$ cat src/design/divider_timer_with_reload_top_assert.svh
// ----------------------------------------------------------------------------
// Divider timer assertion macros
// Shared concurrent assertion forms, sampled on clock and disabled in reset.
// ----------------------------------------------------------------------------
`ifndef DIVIDER_TIMER_WITH_RELOAD_TOP_ASSERT_SVH
`define DIVIDER_TIMER_WITH_RELOAD_TOP_ASSERT_SVH

// The consequent must hold in the same cycle as the antecedent.
`define DTR_ASSERT_SAME(label, ante, cons) \
   label: assert property (@(posedge clock) disable iff (reset) (ante) |-> (cons)) \
      else $error("divider timer assertion failed");

// The consequent must hold in the cycle after the antecedent.
`define DTR_ASSERT_NEXT(label, ante, cons) \
   label: assert property (@(posedge clock) disable iff (reset) (ante) |=> (cons)) \
      else $error("divider timer assertion failed");

`endif

$ cat src/design/dtr_pkg.sv
// ----------------------------------------------------------------------------
// Divider timer package
// Request and response types, register addresses and timer constants.
// ----------------------------------------------------------------------------
`timescale 1ns / 1ps
`default_nettype none

package dtr_pkg;

   localparam logic [1:0] OP_TICK  = 2'd0;
   localparam logic [1:0] OP_READ  = 2'd1;
   localparam logic [1:0] OP_WRITE = 2'd2;

   localparam logic [15:0] ADDR_DIV = 16'hFF04;
   localparam logic [15:0] ADDR_CNT = 16'hFF05;
   localparam logic [15:0] ADDR_RLD = 16'hFF06;
   localparam logic [15:0] ADDR_CTL = 16'hFF07;

   localparam logic [15:0] DIV_RESET     = 16'hABCC;
   localparam logic [7:0]  CTL_READ_MASK = 8'hF8;
   localparam logic [7:0]  UNMAPPED_DATA = 8'hFF;
   localparam int          CTL_ENABLE    = 2;

   // Divider bit watched by the counter for each mode.
   localparam logic [3:0] MODE_BIT [4] = '{4'd10, 4'd4, 4'd6, 4'd8};

   typedef struct packed {
      logic [1:0]  opcode;
      logic [15:0] addr;
      logic [7:0]  write_data;
   } dtr_req_type;

   typedef struct packed {
      logic [7:0] read_data;
      logic       irq_request;
   } dtr_rsp_type;

endpackage

`default_nettype wire

$ cat src/design/dtr_core.sv
// ----------------------------------------------------------------------------
// Divider timer core
// Holds the timer state and executes one request per enabled cycle.
// ----------------------------------------------------------------------------
`timescale 1ns / 1ps
`default_nettype none
`include "divider_timer_with_reload_top_assert.svh"

module dtr_core (
   input  wire logic                 clock,
   input  wire logic                 reset,
   input  wire logic                 exec,
   input  wire dtr_pkg::dtr_req_type req,
   output dtr_pkg::dtr_rsp_type      rsp
);
   import dtr_pkg::*;

   logic [15:0] divider_ff, divider_in;
   logic [7:0]  count_ff, count_in;
   logic [7:0]  reload_ff, reload_in;
   logic [2:0]  control_ff, control_in;
   logic [15:0] saved_ff, saved_in;

   logic [15:0] div_inc;
   logic [15:0] toggled;
   logic [3:0]  watch_bit;
   logic        step;
   logic [7:0]  count_inc;

   assign div_inc   = divider_ff + 16'd1;
   assign toggled   = div_inc ^ divider_ff;
   assign watch_bit = MODE_BIT[control_ff[1:0]];
   assign count_inc = count_ff + 8'd1;

   always_comb begin
      divider_in = divider_ff;
      count_in   = count_ff;
      reload_in  = reload_ff;
      control_in = control_ff;
      saved_in   = saved_ff;
      step       = 1'b0;
      rsp        = '0;
      unique case (req.opcode)
         OP_TICK: begin
            divider_in = div_inc;
            if (control_ff[CTL_ENABLE]) begin
               // A pending divider write is consumed in place of the edge test,
               // and it looks one bit below the watched bit.
               if (saved_ff != 16'd0) begin
                  saved_in = '0;
                  step     = saved_ff[watch_bit - 4'd1];
               end else begin
                  step = toggled[watch_bit];
               end
            end
            if (step) begin
               if (count_inc == 8'd0) begin
                  count_in        = reload_ff;
                  rsp.irq_request = 1'b1;
               end else begin
                  count_in = count_inc;
               end
            end
         end
         OP_READ: begin
            unique case (req.addr)
               ADDR_DIV: rsp.read_data = divider_ff[15:8];
               ADDR_CNT: rsp.read_data = count_ff;
               ADDR_RLD: rsp.read_data = reload_ff;
               ADDR_CTL: rsp.read_data = CTL_READ_MASK | {5'd0, control_ff};
               default:  rsp.read_data = UNMAPPED_DATA;
            endcase
         end
         OP_WRITE: begin
            unique case (req.addr)
               ADDR_DIV: begin
                  saved_in   = divider_ff;
                  divider_in = '0;
               end
               ADDR_CNT: count_in   = req.write_data;
               ADDR_RLD: reload_in  = req.write_data;
               ADDR_CTL: control_in = req.write_data[2:0];
               default: ;
            endcase
         end
         default: ;
      endcase
   end

   always_ff @(posedge clock) begin
      if (reset) begin
         divider_ff <= DIV_RESET;
         count_ff   <= '0;
         reload_ff  <= '0;
         control_ff <= '0;
         saved_ff   <= '0;
      end else if (exec) begin
         divider_ff <= divider_in;
         count_ff   <= count_in;
         reload_ff  <= reload_in;
         control_ff <= control_in;
         saved_ff   <= saved_in;
      end
   end

   `DTR_ASSERT_NEXT(a_div_write_clears, exec && req.opcode == OP_WRITE && req.addr == ADDR_DIV, divider_ff == 16'd0)
   `DTR_ASSERT_NEXT(a_saved_consumed, exec && req.opcode == OP_TICK && control_ff[CTL_ENABLE], saved_ff == 16'd0)
   `DTR_ASSERT_SAME(a_irq_only_tick, rsp.irq_request, req.opcode == OP_TICK && count_in == reload_ff)

endmodule

`default_nettype wire

$ cat src/design/divider_timer_with_reload_top.sv
// Path: request in the input register, then its response in the response register.
// Throughput: one request per cycle; a request is stalled only while the input register
// is full and the response register holds a response that is itself stalled.
// Reset: synchronous, active high; divider returns to 0xABCC, other timer state to zero,
// and both pipeline registers are emptied.
// ----------------------------------------------------------------------------
// Divider timer with reload, top level
// Input register, timer core and response register with valid/stall handshake.
// ----------------------------------------------------------------------------
`timescale 1ns / 1ps
`default_nettype none
`include "divider_timer_with_reload_top_assert.svh"

module divider_timer_with_reload_top (
   input  wire logic        clock,
   input  wire logic        reset,
   input  wire logic        req_valid,
   output logic             req_stall,
   input  wire logic [1:0]  req_opcode,
   input  wire logic [15:0] req_addr,
   input  wire logic [7:0]  req_write_data,
   output logic             rsp_valid,
   input  wire logic        rsp_stall,
   output logic [7:0]       rsp_read_data,
   output logic             rsp_irq_request
);
   import dtr_pkg::*;

   logic        in_valid_ff;
   dtr_req_type req_ff;
   logic        out_valid_ff;
   dtr_rsp_type rsp_ff;
   dtr_rsp_type core_rsp;
   logic        out_ready;
   logic        advance;

   // The response register can load when it is empty or being drained.
   assign out_ready = !out_valid_ff || !rsp_stall;
   assign advance   = in_valid_ff && out_ready;
   assign req_stall = in_valid_ff && !out_ready;

   dtr_core u_core (
      .clock (clock),
      .reset (reset),
      .exec  (advance),
      .req   (req_ff),
      .rsp   (core_rsp)
   );

   always_ff @(posedge clock) begin
      if (reset) begin
         in_valid_ff  <= 1'b0;
         out_valid_ff <= 1'b0;
      end else begin
         if (!req_stall) begin
            in_valid_ff <= req_valid;
         end
         if (out_ready) begin
            out_valid_ff <= in_valid_ff;
         end
      end
   end

   always_ff @(posedge clock) begin
      if (req_valid && !req_stall) begin
         req_ff <= '{opcode: req_opcode, addr: req_addr, write_data: req_write_data};
      end
      if (advance) begin
         rsp_ff <= core_rsp;
      end
   end

   assign rsp_valid       = out_valid_ff;
   assign rsp_read_data   = rsp_ff.read_data;
   assign rsp_irq_request = rsp_ff.irq_request;

   `DTR_ASSERT_SAME(a_stall_when_full, in_valid_ff && out_valid_ff && rsp_stall, req_stall)
   `DTR_ASSERT_NEXT(a_request_moves, in_valid_ff && !(out_valid_ff && rsp_stall), rsp_valid)
   `DTR_ASSERT_SAME(a_irq_no_data, rsp_valid && rsp_irq_request, rsp_read_data == 8'd0)

endmodule

`default_nettype wire
$ cat config.mk
export PLATFORM = sky130hd
export DESIGN_NAME = divider_timer_with_reload_top
export DESIGN_NICKNAME = d
export VERILOG_FILES = /design/src/design/dtr_pkg.sv /design/src/design/dtr_core.sv /design/src/design/divider_timer_with_reload_top.sv
export VERILOG_INCLUDE_DIRS = /design/src /design/src/design
export SDC_FILE = /design/constraint.sdc
export NUM_CORES = 1
export LEC_CHECK = 0
export BUFFER_PORTS_ARGS = -buffer_cell sky130_fd_sc_hd__buf_2
export CORE_ASPECT_RATIO = 1.75
export CORE_MARGIN = 5
export CORE_UTILIZATION = 23
export DETAILED_ROUTE_END_ITERATION = 16
export HOLD_SLACK_MARGIN = 0.05
export PLACE_DENSITY = 0.42
export SLEW_MARGIN = 30
export SYNTH_ARGS = -nofsm -noshare
export SYNTH_HDL_FRONTEND = slang
export SYNTH_SLANG_ARGS = --single-unit
$ cat constraint.sdc
create_clock -name clock -period 2.96 [get_ports clock]
set_clock_uncertainty 0.1 [all_clocks]
set_input_delay 0.444 -clock clock [delete_from_list [all_inputs] [get_ports clock]]
set_output_delay 0.444 -clock clock [all_outputs]
set_load 0.01 [all_outputs]
==> impl_metrics.env <==
export IMPL_htree_num_levels=3
export IMPL_rsz0062_at_grt="false"
export IMPL_vias_per_cell=4.98
export IMPL_clockRootBuffer="clkbuf_16"
export IMPL_syn_area_um2=4570
export IMPL_cts_path_max_buffers=2
export IMPL_portBuffers=40
export IMPL_most_common_layout_cells="dfxtp_1, nor2_1, buf_2, edfxtp_1, mux2i_1"
export IMPL_finalNonFillerCells=744
export IMPL_finalHoldViolCount=0
export IMPL_grt_pass1_vias=3827
export IMPL_clk_pin_slew_ns=0.07
export IMPL_drv_slew=0
export IMPL_core_um2=19700
export IMPL_clock_sinks=88
export IMPL_fmax_mhz=399
export IMPL_criticalPathCategory="register to register"
export IMPL_fillers=2069
export IMPL_area_growth_pct=16.9
export IMPL_antenna_found_initial=0
export IMPL_crit_arrival_ns=2.65
export IMPL_report_power_total_mw=2.62
export IMPL_num_io_pins=41
export IMPL_synth_seq_cells=88
export IMPL_die_h_um=196
export IMPL_cts_buffers=9
export IMPL_ys_async_sr_fraction=0
export IMPL_wl_per_cell_um=17.8
export IMPL_synth_edff_count=35
export IMPL_placed_cells=728
export IMPL_vdd_ir_drop_worst_v=0.000269
export IMPL_worst_slew_pin_transition_ns=0.726
export IMPL_grt_pass1_wl_um=21100
export IMPL_relSlewSlack=0.515
export IMPL_cp_max_fo=11
export IMPL_syn_nets=495
export IMPL_p_int_mw=2.04
export IMPL_ant_nets=0
export IMPL_grt_usage=0.121
export IMPL_routed_wl_um=13300
export IMPL_num_antenna_cells=0
export IMPL_leakage_nw=1.93
export IMPL_cp_required_ns=3.11
export IMPL_final_common_cell="dfxtp_1"
export IMPL_start_kind="register"
export IMPL_synth_flop_cell="dfxtp_1"
export IMPL_finalSetupViolCount=0
export IMPL_die_w_um=117
export IMPL_pwr_share_seq=0.502
export IMPL_ys_types=64
export IMPL_multi_input_area_um2=2220
export IMPL_dr_first_iter_drc_count=296
export IMPL_avgSynthCellArea_um2=9.90
export IMPL_finalWeightedCongestion=0.858
export IMPL_hold_class="input port to register"
export IMPL_yosysSeqAreaShare=0.463
export IMPL_sw_frac_of_total=0.222
export IMPL_switchingPower_mw=0.583
export IMPL_row_count=68
export IMPL_initial_utilization=0.232
export IMPL_fin_crit_sh=0.846
export IMPL_seqCellArea_um2=2110
export IMPL_crit_path_end_kind="register"
export IMPL_dieArea_um2=22900
export IMPL_power_density_nw_per_um2=492
export IMPL_cts_tree="built"
export IMPL_firstDrtPassIters=6
export IMPL_combPwrFrac=0.066
export IMPL_num_vias=3704
export IMPL_post_cts_resized_instances=0
export IMPL_worstSkewPairLatency_ns=0.34
export IMPL_final_setup_tns_ns=0
export IMPL_fin_crit_ns=2.51
export IMPL_status="completed"
export IMPL_drv_cap=0
export IMPL_clockPowerShare=0.432
export IMPL_cts_setup_buffers=0
export IMPL_drc=0
export IMPL_synth_warnings=0
export IMPL_grt_max_degree=43
export IMPL_post_dp_hpwl_um=10100
export IMPL_cts_hold_buffers=0
export IMPL_overflow=0
export IMPL_nets=528
export IMPL_synth_cells=461
export IMPL_drive_gt1_frac=0.176
[synth_stat cells, types with 6 or more instances]
master,n,area [um^2]
clkbuf_1,22,82.6
nand2_1,12,45.0
inv_1,18,67.6
nor2_1,46,173
o21ai_0,10,50.1
nand3b_1,17,128
buf_2,6,30.0
and3_1,10,62.6
a21oi_1,25,125
nand2b_1,26,163
o31ai_1,7,52.6
nand4_1,7,43.8
or3_1,11,68.8
a31oi_1,6,37.5
mux2i_1,34,340
edfxtp_1,35,1050
nor4_1,12,75.1
dfxtp_1,53,1060
nor3_1,8,40.0
nand3_1,11,55.1
[sequential cells by signal, summed over array words and instances (netlist names), 3 cells and up]
register and flops:
u_core.control_ff 3, u_core.divider_ff 16, u_core.saved_ff 16, u_core.count_ff 8
rsp_read_data 8, req_ff 26, u_core.reload_ff 8
[logic make-up (layout without fill, tap and decap cells)]
group / Yosys count / count (layout) / share of synthesized area
compound gates: 91 / 91 / 0.138
buf+inv: 51 / 89 / 0.0507
simple gates: 182 / 182 / 0.231
mux: 40 / 40 / 0.0967
xor+xnor: 5 / 5 / 0.00959
flops: 88 / 88 / 0.463
fa+ha+maj: 4 / 4 / 0.0110
[layer usage]
layer / share of wire / vias up / track usage
li1: - / 1777 / -
met5: 0 / - / 0
met3: 0.034 / 29 / 0.0141
met4: 0.051 / 0 / 0.0774
met2: 0.53 / 125 / 0.214
met1: 0.38 / 1773 / 0.134
[power by group through the flow]
stage	Clock [mW]	Sequential, mW	Combinational, mW
final	1.13	1.32	0.174
after global routing	1.22	1.32	0.190
after CTS	1.18	1.32	0.176
after detailed placement	0	1.34	0.176
after global placement	0	1.34	0.175
after floorplan	0	1.34	0.105
[worst max-delay path, cell delays in order (launching register included)]
cell and delay (ns):
dfxtp_1 0.54, ha_1 0.29, and2_1 0.32, a41oi_1 0.15, o21ai_0 0.35, mux2_2 0.39, o41ai_1 0.28
[stage by stage]
step	hold slack, ns	util	area [um^2]	setup slack (ns)
3_5_place_dp	0.361	0.256	5040	0.485
3_3_place_gp	0.356	0.256	5040	0.571
5_1_grt	0.164	0.271	5340	0.240
4_1_cts	0.154	0.271	5340	0.462
6_report	0.176	0.271	5340	0.455
2_1_floorplan	0.341	-	4570	0.577
[worst paths after layout]
kind	depth (start not counted)	to	startpoint	slack [ns]
worst max register to register	6	u_core.count_ff[1]	u_core.count_ff[1]	0.45
worst max-delay path	6	u_core.count_ff[1]	u_core.count_ff[1]	0.45
worst min register to register	2	u_core.saved_ff[8]	u_core.saved_ff[8]	0.37
worst min-delay path	1	req_ff[7]	req_write_data[7]	0.18
[final cells by class]
class,count,area share
sequential,88,0.396
clock buffer,14,0.0542
inverter,18,0.0127
clock inverter,2,0.00188
timing repair buffer,55,0.0610
tap,245,0.0575
multi-input combinational,322,0.417
Power figures use the tool's default switching activity.
